--- src/hw/rtl/dhoe_pkg.sv ---
// DHCP option extractor: shared types and constants.
// Result kinds, option codes, cookie table and result structs.
// No dependencies.
package dhoe_pkg;

    // result kinds
    localparam logic [3:0] KIND_MSGTYPE = 4'd0;
    localparam logic [3:0] KIND_SID     = 4'd1;
    localparam logic [3:0] KIND_LEASE   = 4'd2;
    localparam logic [3:0] KIND_MASK    = 4'd3;
    localparam logic [3:0] KIND_ROUTER  = 4'd4;
    localparam logic [3:0] KIND_DNS     = 4'd5;
    localparam logic [3:0] KIND_NAME    = 4'd6;
    localparam logic [3:0] KIND_END     = 4'd7;
    localparam logic [3:0] KIND_BADCK   = 4'd8;
    localparam logic [3:0] KIND_TRUNC   = 4'd9;

    // option codes
    localparam logic [7:0] OPT_PAD       = 8'd0;
    localparam logic [7:0] OPT_MASK      = 8'd1;
    localparam logic [7:0] OPT_ROUTER    = 8'd3;
    localparam logic [7:0] OPT_DNS       = 8'd6;
    localparam logic [7:0] OPT_DOMAIN    = 8'd15;
    localparam logic [7:0] OPT_LEASE     = 8'd51;
    localparam logic [7:0] OPT_MSGTYPE   = 8'd53;
    localparam logic [7:0] OPT_SERVER_ID = 8'd54;
    localparam logic [7:0] OPT_END       = 8'd255;

    typedef struct packed {
        logic [3:0]  item_kind;
        logic [31:0] item_value;
        logic        element_last;
        logic        run_last;
    } res_item_t;

    // what one accepted byte produces: up to two results, item0 first
    typedef struct packed {
        logic [1:0] count;
        res_item_t  item0;
        res_item_t  item1;
    } parse_res_t;

    function automatic logic [7:0] cookie_byte(input logic [1:0] idx);
        logic [7:0] b;
        case (idx)
            2'd0:    b = 8'd99;
            2'd1:    b = 8'd130;
            2'd2:    b = 8'd83;
            default: b = 8'd99;
        endcase
        return b;
    endfunction

endpackage

--- src/hw/rtl/dhoe_if.sv ---
// DHCP option extractor: valid/ready channel interfaces.
// Byte channel in, result channel out. No dependencies.
interface dhoe_byte_if;
    logic       valid;
    logic       ready;
    logic [7:0] opt_byte;
    logic       first_byte;
    logic       final_byte;

    modport source (output valid, opt_byte, first_byte, final_byte, input ready);
    modport sink   (input valid, opt_byte, first_byte, final_byte, output ready);
endinterface

interface dhoe_res_if;
    logic        valid;
    logic        ready;
    logic [3:0]  item_kind;
    logic [31:0] item_value;
    logic        element_last;
    logic        run_last;

    modport source (output valid, item_kind, item_value, element_last, run_last,
                    input ready);
    modport sink   (input valid, item_kind, item_value, element_last, run_last,
                    output ready);
endinterface

--- src/hw/rtl/dhcp_option_extractor.sv ---
// DHCP option extractor, top level: option parser plus a four-entry result queue.
// Depends on dhoe_pkg, dhoe_if (dhoe_byte_if, dhoe_res_if) and dhoe_parser.
//
//   channel | dir | fields                                         | request
//   opt     | in  | opt_byte[7:0] first_byte final_byte            | one options byte
//   res     | out | item_kind[3:0] item_value[31:0] element_last   | one result item
//           |     | run_last                                       |
//
// Cycles: a byte is parsed in the cycle it is accepted; its results (none, one
//   or two) sit in the queue and can leave from the next cycle on.
// Rate: one byte per cycle while the queue has room for two results; a byte
//   producing two results must hand both to the result port, so the result port sets the pace.
// Stalls: opt.ready drops while more than two results are queued.
// Reset: rst_n (async, active low) empties the queue and puts the parser back
//   to the cookie check.
module dhcp_option_extractor
    import dhoe_pkg::*;
(
    input logic        clk,
    input logic        rst_n,
    dhoe_byte_if.sink  opt,
    dhoe_res_if.source res
);

    localparam int DEPTH = 4;
    localparam int PW    = $clog2(DEPTH);

    res_item_t     q_mem [DEPTH];
    logic [PW-1:0] head_reg, head_next;
    logic [PW-1:0] tail_reg, tail_next;
    logic [PW:0]   cnt_reg,  cnt_next;

    logic       accept;
    logic       pop;
    parse_res_t pres;
    res_item_t  head_item;

    // room for the worst case of two results per byte
    assign opt.ready = (cnt_reg <= (PW+1)'(DEPTH - 2));
    assign accept    = opt.valid && opt.ready;

    dhoe_parser u_parser (
        .clk        (clk),
        .rst_n      (rst_n),
        .step       (accept),
        .opt_byte   (opt.opt_byte),
        .first_byte (opt.first_byte),
        .final_byte (opt.final_byte),
        .res        (pres)
    );

    // queue bookkeeping
    assign pop = res.valid && res.ready;

    always_comb
    begin
        head_next = head_reg + PW'(pop);
        tail_next = tail_reg;
        cnt_next  = cnt_reg - (PW+1)'(pop);
        if (accept)
        begin
            tail_next = tail_reg + pres.count[PW-1:0];
            cnt_next  = cnt_next + (PW+1)'(pres.count);
        end
    end

    always_ff @(posedge clk or negedge rst_n)
    begin
        if (!rst_n)
        begin
            head_reg <= '0;
            tail_reg <= '0;
            cnt_reg  <= '0;
        end
        else
        begin
            head_reg <= head_next;
            tail_reg <= tail_next;
            cnt_reg  <= cnt_next;
        end
    end

    // payload storage, no reset needed
    always_ff @(posedge clk)
    begin
        if (accept && (pres.count != 2'd0))
            q_mem[tail_reg] <= pres.item0;
        if (accept && (pres.count == 2'd2))
            q_mem[tail_reg + PW'(1)] <= pres.item1;
    end

    assign head_item        = q_mem[head_reg];
    assign res.valid        = (cnt_reg != '0);
    assign res.item_kind    = head_item.item_kind;
    assign res.item_value   = head_item.item_value;
    assign res.element_last = head_item.element_last;
    assign res.run_last     = head_item.run_last;

`ifndef SYNTHESIS
    // queue never overfills
    a_cnt_bound: assert property (@(posedge clk) disable iff (!rst_n)
        cnt_reg <= (PW+1)'(DEPTH))
        else $error("result queue overfilled");

    // a full-ish queue must hold off the byte channel
    a_hold_off: assert property (@(posedge clk) disable iff (!rst_n)
        (cnt_reg > (PW+1)'(DEPTH - 2)) |-> !opt.ready)
        else $error("byte accepted without room for two results");

    // truncation is always the final result of its byte
    a_trunc_last: assert property (@(posedge clk) disable iff (!rst_n)
        (res.valid && res.item_kind == KIND_TRUNC) |-> res.run_last)
        else $error("truncated result not marked as last of its byte");

    // element_last only on list entries and name bytes
    a_elast_kind: assert property (@(posedge clk) disable iff (!rst_n)
        (res.valid && res.element_last) |->
        (res.item_kind == KIND_ROUTER || res.item_kind == KIND_DNS ||
         res.item_kind == KIND_NAME))
        else $error("element_last on a scalar result");
`endif

endmodule

--- src/hw/rtl/dhoe_parser.sv ---
// DHCP option extractor: option walk state and per-byte result logic.
// Depends on dhoe_pkg.
module dhoe_parser
    import dhoe_pkg::*;
(
    input  logic       clk,
    input  logic       rst_n,
    input  logic       step,
    input  logic [7:0] opt_byte,
    input  logic       first_byte,
    input  logic       final_byte,
    output parse_res_t res
);

    localparam logic [2:0] PH_COOKIE = 3'd0;
    localparam logic [2:0] PH_CODE   = 3'd1;
    localparam logic [2:0] PH_LEN    = 3'd2;
    localparam logic [2:0] PH_DATA   = 3'd3;
    localparam logic [2:0] PH_SKIP   = 3'd4;
    localparam logic [2:0] PH_DONE   = 3'd5;

    logic [2:0]  phase_reg, phase_next;
    logic [1:0]  cidx_reg,  cidx_next;
    logic [7:0]  code_reg,  code_next;
    logic [7:0]  left_reg,  left_next;
    logic [1:0]  grp_reg,   grp_next;
    logic [31:0] va_reg,    va_next;

    // state as seen by this byte (a first byte restarts the walk)
    logic [2:0]  ph;
    logic [1:0]  ci;
    logic [7:0]  code;
    logic [7:0]  left;
    logic [1:0]  grp;
    logic [31:0] va;

    logic [7:0]  left_dec;
    logic [31:0] va_sh;
    logic        grp_done;
    logic        p_valid;
    logic        t_valid;
    res_item_t   prim;
    res_item_t   trunc;

    always_comb
    begin
        ph   = first_byte ? PH_COOKIE : phase_reg;
        ci   = first_byte ? 2'd0  : cidx_reg;
        code = first_byte ? 8'd0  : code_reg;
        left = first_byte ? 8'd0  : left_reg;
        grp  = first_byte ? 2'd0  : grp_reg;
        va   = first_byte ? 32'd0 : va_reg;

        left_dec = left - 8'd1;
        va_sh    = {va[23:0], opt_byte};
        grp_done = (grp == 2'd3);

        phase_next = ph;
        cidx_next  = ci;
        code_next  = code;
        left_next  = left;
        grp_next   = grp;
        va_next    = va;

        p_valid = 1'b0;
        prim    = '0;

        case (ph)
            PH_COOKIE:
            begin
                if (opt_byte != cookie_byte(ci))
                begin
                    p_valid        = 1'b1;
                    prim.item_kind = KIND_BADCK;
                    phase_next     = PH_DONE;
                end
                else if (ci == 2'd3)
                begin
                    phase_next = PH_CODE;
                    cidx_next  = 2'd0;
                end
                else
                begin
                    cidx_next = ci + 2'd1;
                end
            end
            PH_CODE:
            begin
                if (opt_byte == OPT_END)
                begin
                    p_valid        = 1'b1;
                    prim.item_kind = KIND_END;
                    phase_next     = PH_DONE;
                end
                else if (opt_byte != OPT_PAD)
                begin
                    code_next  = opt_byte;
                    phase_next = PH_LEN;
                end
            end
            PH_LEN:
            begin
                left_next  = opt_byte;
                grp_next   = 2'd0;
                va_next    = 32'd0;
                phase_next = (opt_byte == 8'd0) ? PH_CODE : PH_DATA;
            end
            PH_DATA:
            begin
                left_next = left_dec;
                va_next   = va_sh;
                grp_next  = grp + 2'd1;
                case (code)
                    OPT_MSGTYPE:
                    begin
                        p_valid         = 1'b1;
                        prim.item_kind  = KIND_MSGTYPE;
                        prim.item_value = {24'd0, opt_byte};
                        phase_next      = PH_SKIP;
                    end
                    OPT_SERVER_ID, OPT_LEASE, OPT_MASK:
                    begin
                        if (grp_done)
                        begin
                            p_valid         = 1'b1;
                            prim.item_value = va_sh;
                            if (code == OPT_SERVER_ID)
                                prim.item_kind = KIND_SID;
                            else if (code == OPT_LEASE)
                                prim.item_kind = KIND_LEASE;
                            else
                                prim.item_kind = KIND_MASK;
                            phase_next = PH_SKIP;
                        end
                    end
                    OPT_ROUTER, OPT_DNS:
                    begin
                        if (grp_done)
                        begin
                            p_valid           = 1'b1;
                            prim.item_kind    = (code == OPT_ROUTER) ? KIND_ROUTER : KIND_DNS;
                            prim.item_value   = va_sh;
                            prim.element_last = (left_dec < 8'd4);
                        end
                    end
                    OPT_DOMAIN:
                    begin
                        p_valid           = 1'b1;
                        prim.item_kind    = KIND_NAME;
                        prim.item_value   = {24'd0, opt_byte};
                        prim.element_last = (left_dec == 8'd0);
                    end
                    default:
                    begin
                        phase_next = PH_SKIP;
                    end
                endcase
                if (left_dec == 8'd0)
                    phase_next = PH_CODE;
            end
            PH_SKIP:
            begin
                left_next = left_dec;
                if (left_dec == 8'd0)
                    phase_next = PH_CODE;
            end
            default:
            begin
                phase_next = PH_DONE;
            end
        endcase

        // area ends without END
        t_valid         = final_byte && (phase_next != PH_DONE);
        trunc           = '0;
        trunc.item_kind = KIND_TRUNC;
        trunc.run_last  = 1'b1;
        if (t_valid)
            phase_next = PH_DONE;

        prim.run_last = !t_valid;

        res.count = {1'b0, p_valid} + {1'b0, t_valid};
        res.item0 = p_valid ? prim : trunc;
        res.item1 = trunc;
    end

    always_ff @(posedge clk or negedge rst_n)
    begin
        if (!rst_n)
        begin
            phase_reg <= PH_COOKIE;
            cidx_reg  <= 2'd0;
            code_reg  <= 8'd0;
            left_reg  <= 8'd0;
            grp_reg   <= 2'd0;
            va_reg    <= 32'd0;
        end
        else if (step)
        begin
            phase_reg <= phase_next;
            cidx_reg  <= cidx_next;
            code_reg  <= code_next;
            left_reg  <= left_next;
            grp_reg   <= grp_next;
            va_reg    <= va_next;
        end
    end

endmodule

--- src/flat_wrapper.sv ---
// flat-port wrapper written by rule: the top's interface ports become plain ports
module dhcp_option_extractor_flat import dhoe_pkg::*;
  (clk, rst_n, opt_valid, opt_opt_byte, opt_first_byte, opt_final_byte, opt_ready, res_valid, res_item_kind, res_item_value, res_element_last, res_run_last, res_ready);
  dhoe_byte_if opt_i ();
  dhoe_res_if res_i ();
  input logic clk;
  input logic rst_n;
  input wire logic [$bits(opt_i.valid)-1:0] opt_valid;
  input wire logic [$bits(opt_i.opt_byte)-1:0] opt_opt_byte;
  input wire logic [$bits(opt_i.first_byte)-1:0] opt_first_byte;
  input wire logic [$bits(opt_i.final_byte)-1:0] opt_final_byte;
  output wire logic [$bits(opt_i.ready)-1:0] opt_ready;
  output wire logic [$bits(res_i.valid)-1:0] res_valid;
  output wire logic [$bits(res_i.item_kind)-1:0] res_item_kind;
  output wire logic [$bits(res_i.item_value)-1:0] res_item_value;
  output wire logic [$bits(res_i.element_last)-1:0] res_element_last;
  output wire logic [$bits(res_i.run_last)-1:0] res_run_last;
  input wire logic [$bits(res_i.ready)-1:0] res_ready;
  assign opt_i.valid = opt_valid;
  assign opt_i.opt_byte = opt_opt_byte;
  assign opt_i.first_byte = opt_first_byte;
  assign opt_i.final_byte = opt_final_byte;
  assign opt_ready = opt_i.ready;
  assign res_valid = res_i.valid;
  assign res_item_kind = res_i.item_kind;
  assign res_item_value = res_i.item_value;
  assign res_element_last = res_i.element_last;
  assign res_run_last = res_i.run_last;
  assign res_i.ready = res_ready;
  dhcp_option_extractor u_core (.clk(clk), .rst_n(rst_n), .opt(opt_i), .res(res_i));
endmodule
--- config.mk ---
export PLATFORM = sky130hd
export DESIGN_NAME = dhcp_option_extractor_flat
export DESIGN_NICKNAME = d
export VERILOG_FILES = /design/src/hw/rtl/dhoe_pkg.sv /design/src/hw/rtl/dhoe_if.sv /design/src/hw/rtl/dhcp_option_extractor.sv /design/src/hw/rtl/dhoe_parser.sv /design/src/flat_wrapper.sv
export SDC_FILE = /design/constraint.sdc
export NUM_CORES = 1
export LEC_CHECK = 0
export BUFFER_PORTS_ARGS = -buffer_cell sky130_fd_sc_hd__buf_2
export CORE_UTILIZATION = 29
export DETAILED_ROUTE_END_ITERATION = 12
export PLACE_DENSITY = 0.41
export RECOVER_POWER = 25
export SKIP_CTS_REPAIR_TIMING = 1
export SLEW_MARGIN = 0
export SYNTH_ARGS = -nofsm -noshare
export SYNTH_HDL_FRONTEND = slang
export SYNTH_SLANG_ARGS = --single-unit
--- constraint.sdc ---
create_clock -name clk -period 5.9 [get_ports clk]
set_input_delay 0.295 -clock clk [delete_from_list [all_inputs] [get_ports clk]]
set_output_delay 0.295 -clock clk [all_outputs]
set_load 0.01 [all_outputs]
# After elaboration in Yosys (flattened, before gate mapping)
# Memories as Yosys holds them, arrays and structs flattened.
# Index checks and enable logic that the tools add are counted.
[word_totals]
regBits = 54
ramBits = 152
input_bits = 14
output_inout_bits = 40
elab_cells = 108
memories = 1
[memory_table]
columns = ["memory", "depth", "width", "rd", "rd_ports_with_merged_regs", "write_ports", "line", "text"]
rows = [
  ["u_core.q_mem", 4, 38, 1, 0, 2, "dhcp_option_extractor.sv:28", "res_item_t q_mem [DEPTH];"],
]
[op_classes]
n_addsub = 9
n_lt_le_gt_ge = 2
eq_ne = 19
n_mux = 50
n_reduce_logical = 18
[ops]
columns = ["cell", "n"]
rows = [
  ["$pmux 36 s4", 1],
  ["$mux 8", 6],
  ["$pmux 24 s2", 1],
  ["$mux 38", 1],
  ["$mux 36", 1],
  ["$mux 34", 1],
  ["$mux 3", 11],
  ["$mux 33", 1],
  ["$pmux 8 s2", 2],
  ["$eq 8x6->1 const B", 3],
  ["$mux 24", 1],
  ["$logic_not 8->1", 2],
  ["$pmux 3 s5", 1],
  ["$mux 2", 7],
  ["$pmux 4 s3", 1],
  ["$mux 1", 9],
  ["$eq 2x2->1 const B", 4],
  ["$eq 8x1->1 const B", 1],
  ["$eq 8x2->1 const B", 1],
  ["$eq 8x3->1 const B", 1],
  ["$eq 8x4->1 const B", 1],
  ["$eq 8x8->1 const B", 1],
  ["$lt 8x3->1 const B", 1],
  ["$ne 8x8->1", 1],
  ["27 further kinds", 38],
]

# Longest topological paths before layout
# Gate-level depths: netlist (run 1).
[logic_depth]
word_depth = 14
ltp_mapped = 21
depth_no_buf = 15

# Hierarchy
# Synthesis (run 1) repeated with hierarchy kept, for this count alone.
[unflattened]
hier_cells = 771
area_unflattened_um2 = 11467.2
[modules_own_cells]
columns = ["module", "n_inst", "cells_per_inst", "area_per_inst_um2"]
rows = [
  ["dhcp_option_extractor", 1, 422, 8174.1],
  ["dhoe_parser", 1, 349, 3293.2],
]

# Worst setup path after synthesis (run 1)
# OpenSTA, ideal clock, no wires.
[synth_timing]
kind = "in2reg"
start = "in opt_first_byte"
end = "mem u_core.q_mem[3][14] in the netlist's numbering"
setup_ns = 0.117
arrival_time_ns = 3.844
required_time_ns = 5.783
path_slack_ns = 1.939
stages = 20
cell_sequence = "buf_2 buf_2 clkbuf_1 nand2b_1 inv_1 ha_1 xnor2_1 nand2_1 o32ai_2 o31a_1 and2_1 inv_1 ha_1 clkbuf_1 or3_1 buf_2 and2_4 buf_6 buf_6 a22o_1"
[synth_rtl]
columns = ["element", "line", "text"]
rows = [
  ["start: declaration", "flat_wrapper.sv:10", "input wire logic [$bits(opt_i.first_byte)-1:0] opt_first_byte;"],
  ["end: declaration", "dhcp_option_extractor.sv:28", ""],
]

==> flow_summary.yaml, run 1 <==
synthesis:
  synth_cell_types: 75
  ys_ff_latch: 206
  synth_edf_count: 0
  ys_seq_area_frac: 0.4853
  synth.avg_cell_area_sq_um: 10.96
  synth_fp_nets: 855
  yosysWarnings: 0
  synth_ff_type: "dfxtp_1"
  async_reset_ff_frac: 0.2621
  syn_area_sq_um: 9055
  synthCells: 826
floorplanning:
  coreArea_sq_um: 30670
  die_h_um: 178.7
  row_count: 64
  die_w_um: 178.7
  die_area_sq_um: 31930
  io-pin-count: 54
  initial_core_util: 0.2952
placement:
  hpwl_um: 16530
  io_buffers: 53
  gp_congestion: 0.7415
layout:
  drive_gt1_frac: 0.1963
  fin_util: 0.3409
  final_cell_mix: "dfxtp_1, a22o_1, nand2_1"
  largest_reg_flops: 152
  nets: 886
  n_antenna_cell: 0
  area_growth_pct: 15.46
  final_common_cell: "dfxtp_1"
sta:
  period_needed_ns: 4.566
  hold_viol_final: 0
  rsz0062_at_grt: "false"
  max-slew-margin-rel: -1.354
  finalSetupTns_ns: 0
  fmax_mhz: 219.0
  fin_crit_sh: 0.7740
  tightest_slew_ns: 3.531
  setup_viol: 0
  clock_skew_ns: 0.01694
  slew_violations: 116
clocking:
  cts_root_buffer: "clkbuf_16"
  clock-sinks: 206
  htreeDepth: 1
  clkSlewWorstSetupHoldPaths_ns: 0.06
  cts_tree: "yes"
  cts_buffer_depth: 3
  numCtsBuffers: 25
  worstSkewPairLatency_ns: 0.54
routing:
  final_antenna_net_count: 0
  totalWireLength_um: 26960
  firstDrtPassIters: 5
  routedWlPerCell_um: 21.19
  drcViolationCount: 0
  via_per_inst: 5.253
  drt_iter0_markers: 417
  vias: 6682
power:
  power_leakage_nw: 4.141
  ir_drop_v: 0.0002054
  powerDensity_nw_per_um2: 419.9
setup_path:
  startpoint: "opt_first_byte"
  critPathMaxFanout: 35
  arrival_ns: 5.00
  required_ns: 6.34
  reg2reg_to: "u_core.q_mem[1][16]"
  rrSetupSlack_ns: 1.93
  path_class: "in2reg"
  r2r-start: "u_core.u_parser.code_reg[4]"
  cp-endpoint: "u_core.q_mem[1][16]"
  endpoint_kind: "flip-flop"
  reg2regPathDepth: 12
  cp-start-kind: "primary input"
global_routing:
  grtUsageMet2: 0.2826
  overflow: 0
  antenna_found_initial: 0
  grt_use_met3: 0.02947
  grt_pass1_wl_um: 41750
  grt_max_degree: 55
  grt_use_met1: 0.2357
  grtUsageTotal: 0.1725
  top_usage_layer: "met2"
  grt_pass1_vias: 6719
status:
  failed_checks: "capacitance limit, slew limit"
  status: "complete, but fails checks"
min_path:
  hold_class: "in2reg"
run:
  cap_viol_max_count: 3
## cells in the mapped netlist (all sizes together) (6+ instances only)
cell type    n  area share
mux4        38       0.095
ha          14       0.019
inv         19      0.0079
o21ai       64       0.035
buf         39       0.027
nor2        43       0.022
xnor2        6      0.0058
nand3        9      0.0050
dfrtp       54        0.15
a22o       129        0.12
xor2         7      0.0076
nand2       89       0.039
nor3        10      0.0055
nand2b      12      0.0091
and2         8      0.0061
clkbuf      21      0.0088
dfxtp      152        0.34
nor2b        6      0.0041
a21oi       18       0.011
## stage by stage
stage | hold WS (ns) | std cells | instance area, sq um | power [mW] | worst slack, ns
6_report | 0.02206 | 1272 | 10460 | 4.390 | 1.334
4_1_cts | -0.04875 | 1271 | 10470 | 4.479 | 1.937
5_1_grt | 0.002664 | 1272 | 10460 | 4.634 | 0.9387
3_5_place_dp | 0.4367 | 1225 | 9578 | 2.782 | 1.403
2_1_floorplan | -0.0005911 | 826 | 9055 | 2.485 | 1.939
3_3_place_gp | 0.4342 | 1225 | 9578 | 2.787 | 1.435
## cells by family after synthesis
logic type               Yosys count  synth area share
AO/OA/AOI/OAI                    261            0.2168
buffers and inverters             79           0.04394
flip-flops                       206            0.4853
multiplexers                      42           0.09894
AND/OR/NAND/NOR                  210            0.1201
adder cells (fa/ha/maj)           15           0.02156
XOR/XNOR                          13           0.01340
## worst min-delay path by stage
stage                                   start                            to  cells past startpoint
after CTS                               rst_n    u_core.u_parser.va_reg[22]                      2
after detailed placement  u_core.q_mem[3][34]           u_core.q_mem[3][34]                      2
after global placement    u_core.q_mem[3][34]           u_core.q_mem[3][34]                      2
final                          opt_final_byte  u_core.u_parser.phase_reg[1]                      2
after global routing           opt_final_byte  u_core.u_parser.phase_reg[1]                      2
after floorplan                         rst_n             u_core.cnt_reg[0]                      0
## area by class of cell
class,count,area (sq um)
inverter,19,71.32
fill,3107,20210
tap,396,495.5
clock buffer,33,705.7
timing repair buffer,64,340.3
multi-input combinational,541,4257
sequential,206,4397
clock inverter,13,188.9
## metal layers
layer / share of wire / vias up
met5: 0 / -
met2: 0.47 / 138
met1: 0.47 / 3353
li1: - / 3149
met3: 0.038 / 42
met4: 0.022 / 0
## worst max-delay path, stage by stage
cell      delay [ns]
clkbuf_1        1.10
nand2b_1        0.25
inv_1           0.07
ha_1            0.30
xnor2_1         0.14
nand2_1         0.11
o32ai_2         0.46
o31a_1          0.21
and2_1          0.17
inv_1           0.06
ha_1            0.29
or3_1           0.53
and2_1          0.38
buf_4           0.34
a22o_1          0.27
## report_power, final
group	leakage [nW]	switching [mW]	internal, mW	total (mW)
logic	1.75	0.579	0.416	0.995
registers	1.95	0.185	1.54	1.73
clock network	0.438	0.645	1.02	1.67
No activity file was read; power rests on OpenSTA's default activity.
==> inputs of run 2 (changes only) <==
==> constraint.sdc (replaced) <==
create_clock -name clk -period 4.4 [get_ports clk]
set_input_delay 0.22 -clock clk [delete_from_list [all_inputs] [get_ports clk]]
set_output_delay 0.22 -clock clk [all_outputs]
set_load 0.01 [all_outputs]
==> flow_summary.yaml, run 2 (synthesis results as in run 1) <==
floorplanning:
  io-pin-count: 54
  coreArea_sq_um: 30670
  die_w_um: 178.7
  initial_core_util: 0.2952
  row_count: 64
  die_area_sq_um: 31930
  die_h_um: 178.7
global_routing:
  grt_pass1_vias: 6793
  grt_max_degree: 36
  overflow: 0
  grtUsageTotal: 0.1714
  grt_pass1_wl_um: 41610
  antenna_found_initial: 0
power:
  ir_drop_v: 0.0002721
  p_clk_frac: 0.354
  switching_power_mw: 1.806
  comb_power_share: 0.236
  intPower_mw: 3.876
  seq_power_share: 0.409
  powerDensity_nw_per_um2: 541.2
  switching_share: 0.3178
  power_leakage_nw: 4.178
sta:
  clock_skew_ns: 0.01121
  fin_crit_sh: 0.8379
  tightest_slew_ns: 2.182
  period_needed_ns: 3.687
  rsz0062_at_grt: "false"
  fmax_mhz: 271.3
  max-slew-margin-rel: -0.4548
  hold_viol_final: 0
  slew_violations: 36
  setup_viol: 0
  finalSetupTns_ns: 0
placement:
  gp_congestion: 0.7710
  hpwl_um: 16980
  io_buffers: 53
clocking:
  cts_buffer_depth: 3
  clock-sinks: 206
  htreeDepth: 1
  worstSkewPairLatency_ns: 0.52
  numCtsBuffers: 24
  clkSlewWorstSetupHoldPaths_ns: 0.06
  cts_tree: "yes"
  cts_root_buffer: "clkbuf_16"
routing:
  drcViolationCount: 0
  totalWireLength_um: 26640
  vias: 6648
  via_per_inst: 5.182
  final_antenna_net_count: 0
  firstDrtPassIters: 4
  routedWlPerCell_um: 20.76
  drt_iter0_markers: 334
layout:
  nets: 898
  fillCellCount: 3058
  largest_reg_flops: 152
  area_growth_pct: 15.93
  final_cell_mix: "dfxtp_1, a22o_1, nand2_1"
  n_antenna_cell: 0
  fin_util: 0.3423
  register_area_sq_um: 4397
  multi_input_area_sq_um: 4260
  drive_gt1_frac: 0.1995
  final_common_cell: "dfxtp_1"
min_path:
  hold_class: "in2reg"
setup_path:
  arrival_ns: 4.08
  endpoint_kind: "flip-flop"
  path_class: "reg2reg"
  required_ns: 4.80
  critPathMaxFanout: 28
  cp-start-kind: "flip-flop"
status:
  status: "complete, but fails checks"
  failed_checks: "capacitance limit, slew limit"
run:
  cap_viol_max_count: 1
==> run 2: cell count changes in the layout (fill, tap and decap cells not counted), moves of 2 or more <==
cell        previous run  this run
clkinvlp_4             2         0
bufinv_16              4         0
clkbuf_8               5         7
clkbuf_16             25        27
clkbuf_1               7        13
clkinv_2               5         2
buf_4                  8        17
buf_12                 0         2
==> run 2: cell type report <==
class                      instances  area share
inverter                          19    0.006794
clock inverter                     2   0.0009535
sequential                       206      0.4188
clock buffer                      42     0.07640
timing repair buffer              77     0.04398
multi-input combinational        541      0.4058
tap                              396     0.04720
==> run 2: worst paths after layout <==
| kind | startpoint | endpoint | slack [ns] | depth (start not counted) |
|---|---|---|---|---|
| max in group asynchronous | rst_n | u_core.u_parser.left_reg[6] | 1.09 | 3 |
| min | opt_opt_byte[0] | u_core.u_parser.left_reg[0] | 0.07 | 3 |
| max reg2reg | u_core.u_parser.code_reg[4] | u_core.q_mem[1][16] | 0.71 | 11 |
| min reg2reg | u_core.q_mem[2][4] | u_core.q_mem[2][4] | 0.45 | 2 |
| max | u_core.u_parser.code_reg[4] | u_core.q_mem[1][16] | 0.71 | 11 |
| min in group asynchronous | rst_n | u_core.u_parser.va_reg[18] | 0.60 | 2 |
==> run 2: critical path: stages, from the launching register on <==
cell and delay [ns]:
dfrtp_1 0.46, or4_4 0.59, nor4_4 0.32, a31oi_2 0.10, nand2_2 0.18, and2_4 0.21
nor2_1 0.05, ha_1 0.31, or3_1 0.54, and2_1 0.32, buf_12 0.24, a22o_1 0.24
==> run 2: layer usage <==
| layer | vias up | wire, um | global-route usage | share of wire |
|---|---|---|---|---|
| met5 | - | 0 | 0 | 0 |
| li1 | 3183 | - | - | - |
| met3 | 36 | 1287 | 0.02184 | 0.048 |
| met1 | 3296 | 12370 | 0.2374 | 0.46 |
| met2 | 133 | 12470 | 0.2813 | 0.47 |
| met4 | 0 | 504 | 0.04273 | 0.019 |
==> run 2: per-stage QoR <==
step | power (mW) | setup WS [ns] | hold WS [ns] | instances | area, sq um
2_1_floorplan | 3.332 | 0.5141 | -0.07559 | 826 | 9055
3_3_place_gp | 3.765 | 0.6136 | 0.2693 | 1237 | 9693
3_5_place_dp | 3.756 | 0.6063 | 0.2640 | 1237 | 9693
4_1_cts | 5.791 | 0.6859 | -0.2863 | 1281 | 10510
6_report | 5.681 | 0.7134 | 0.07274 | 1283 | 10500
5_1_grt | 6.016 | 0.4299 | 0.08463 | 1283 | 10500
==> run 2: power groups by stage <==
stage / registers, mW / logic (mW) / clock network [mW]
2_1_floorplan: 2.20 / 1.13 / 0
3_3_place_gp: 2.38 / 1.39 / 0
3_5_place_dp: 2.37 / 1.39 / 0
4_1_cts: 2.33 / 1.39 / 2.07
5_1_grt: 2.37 / 1.50 / 2.15
6_report: 2.32 / 1.34 / 2.01
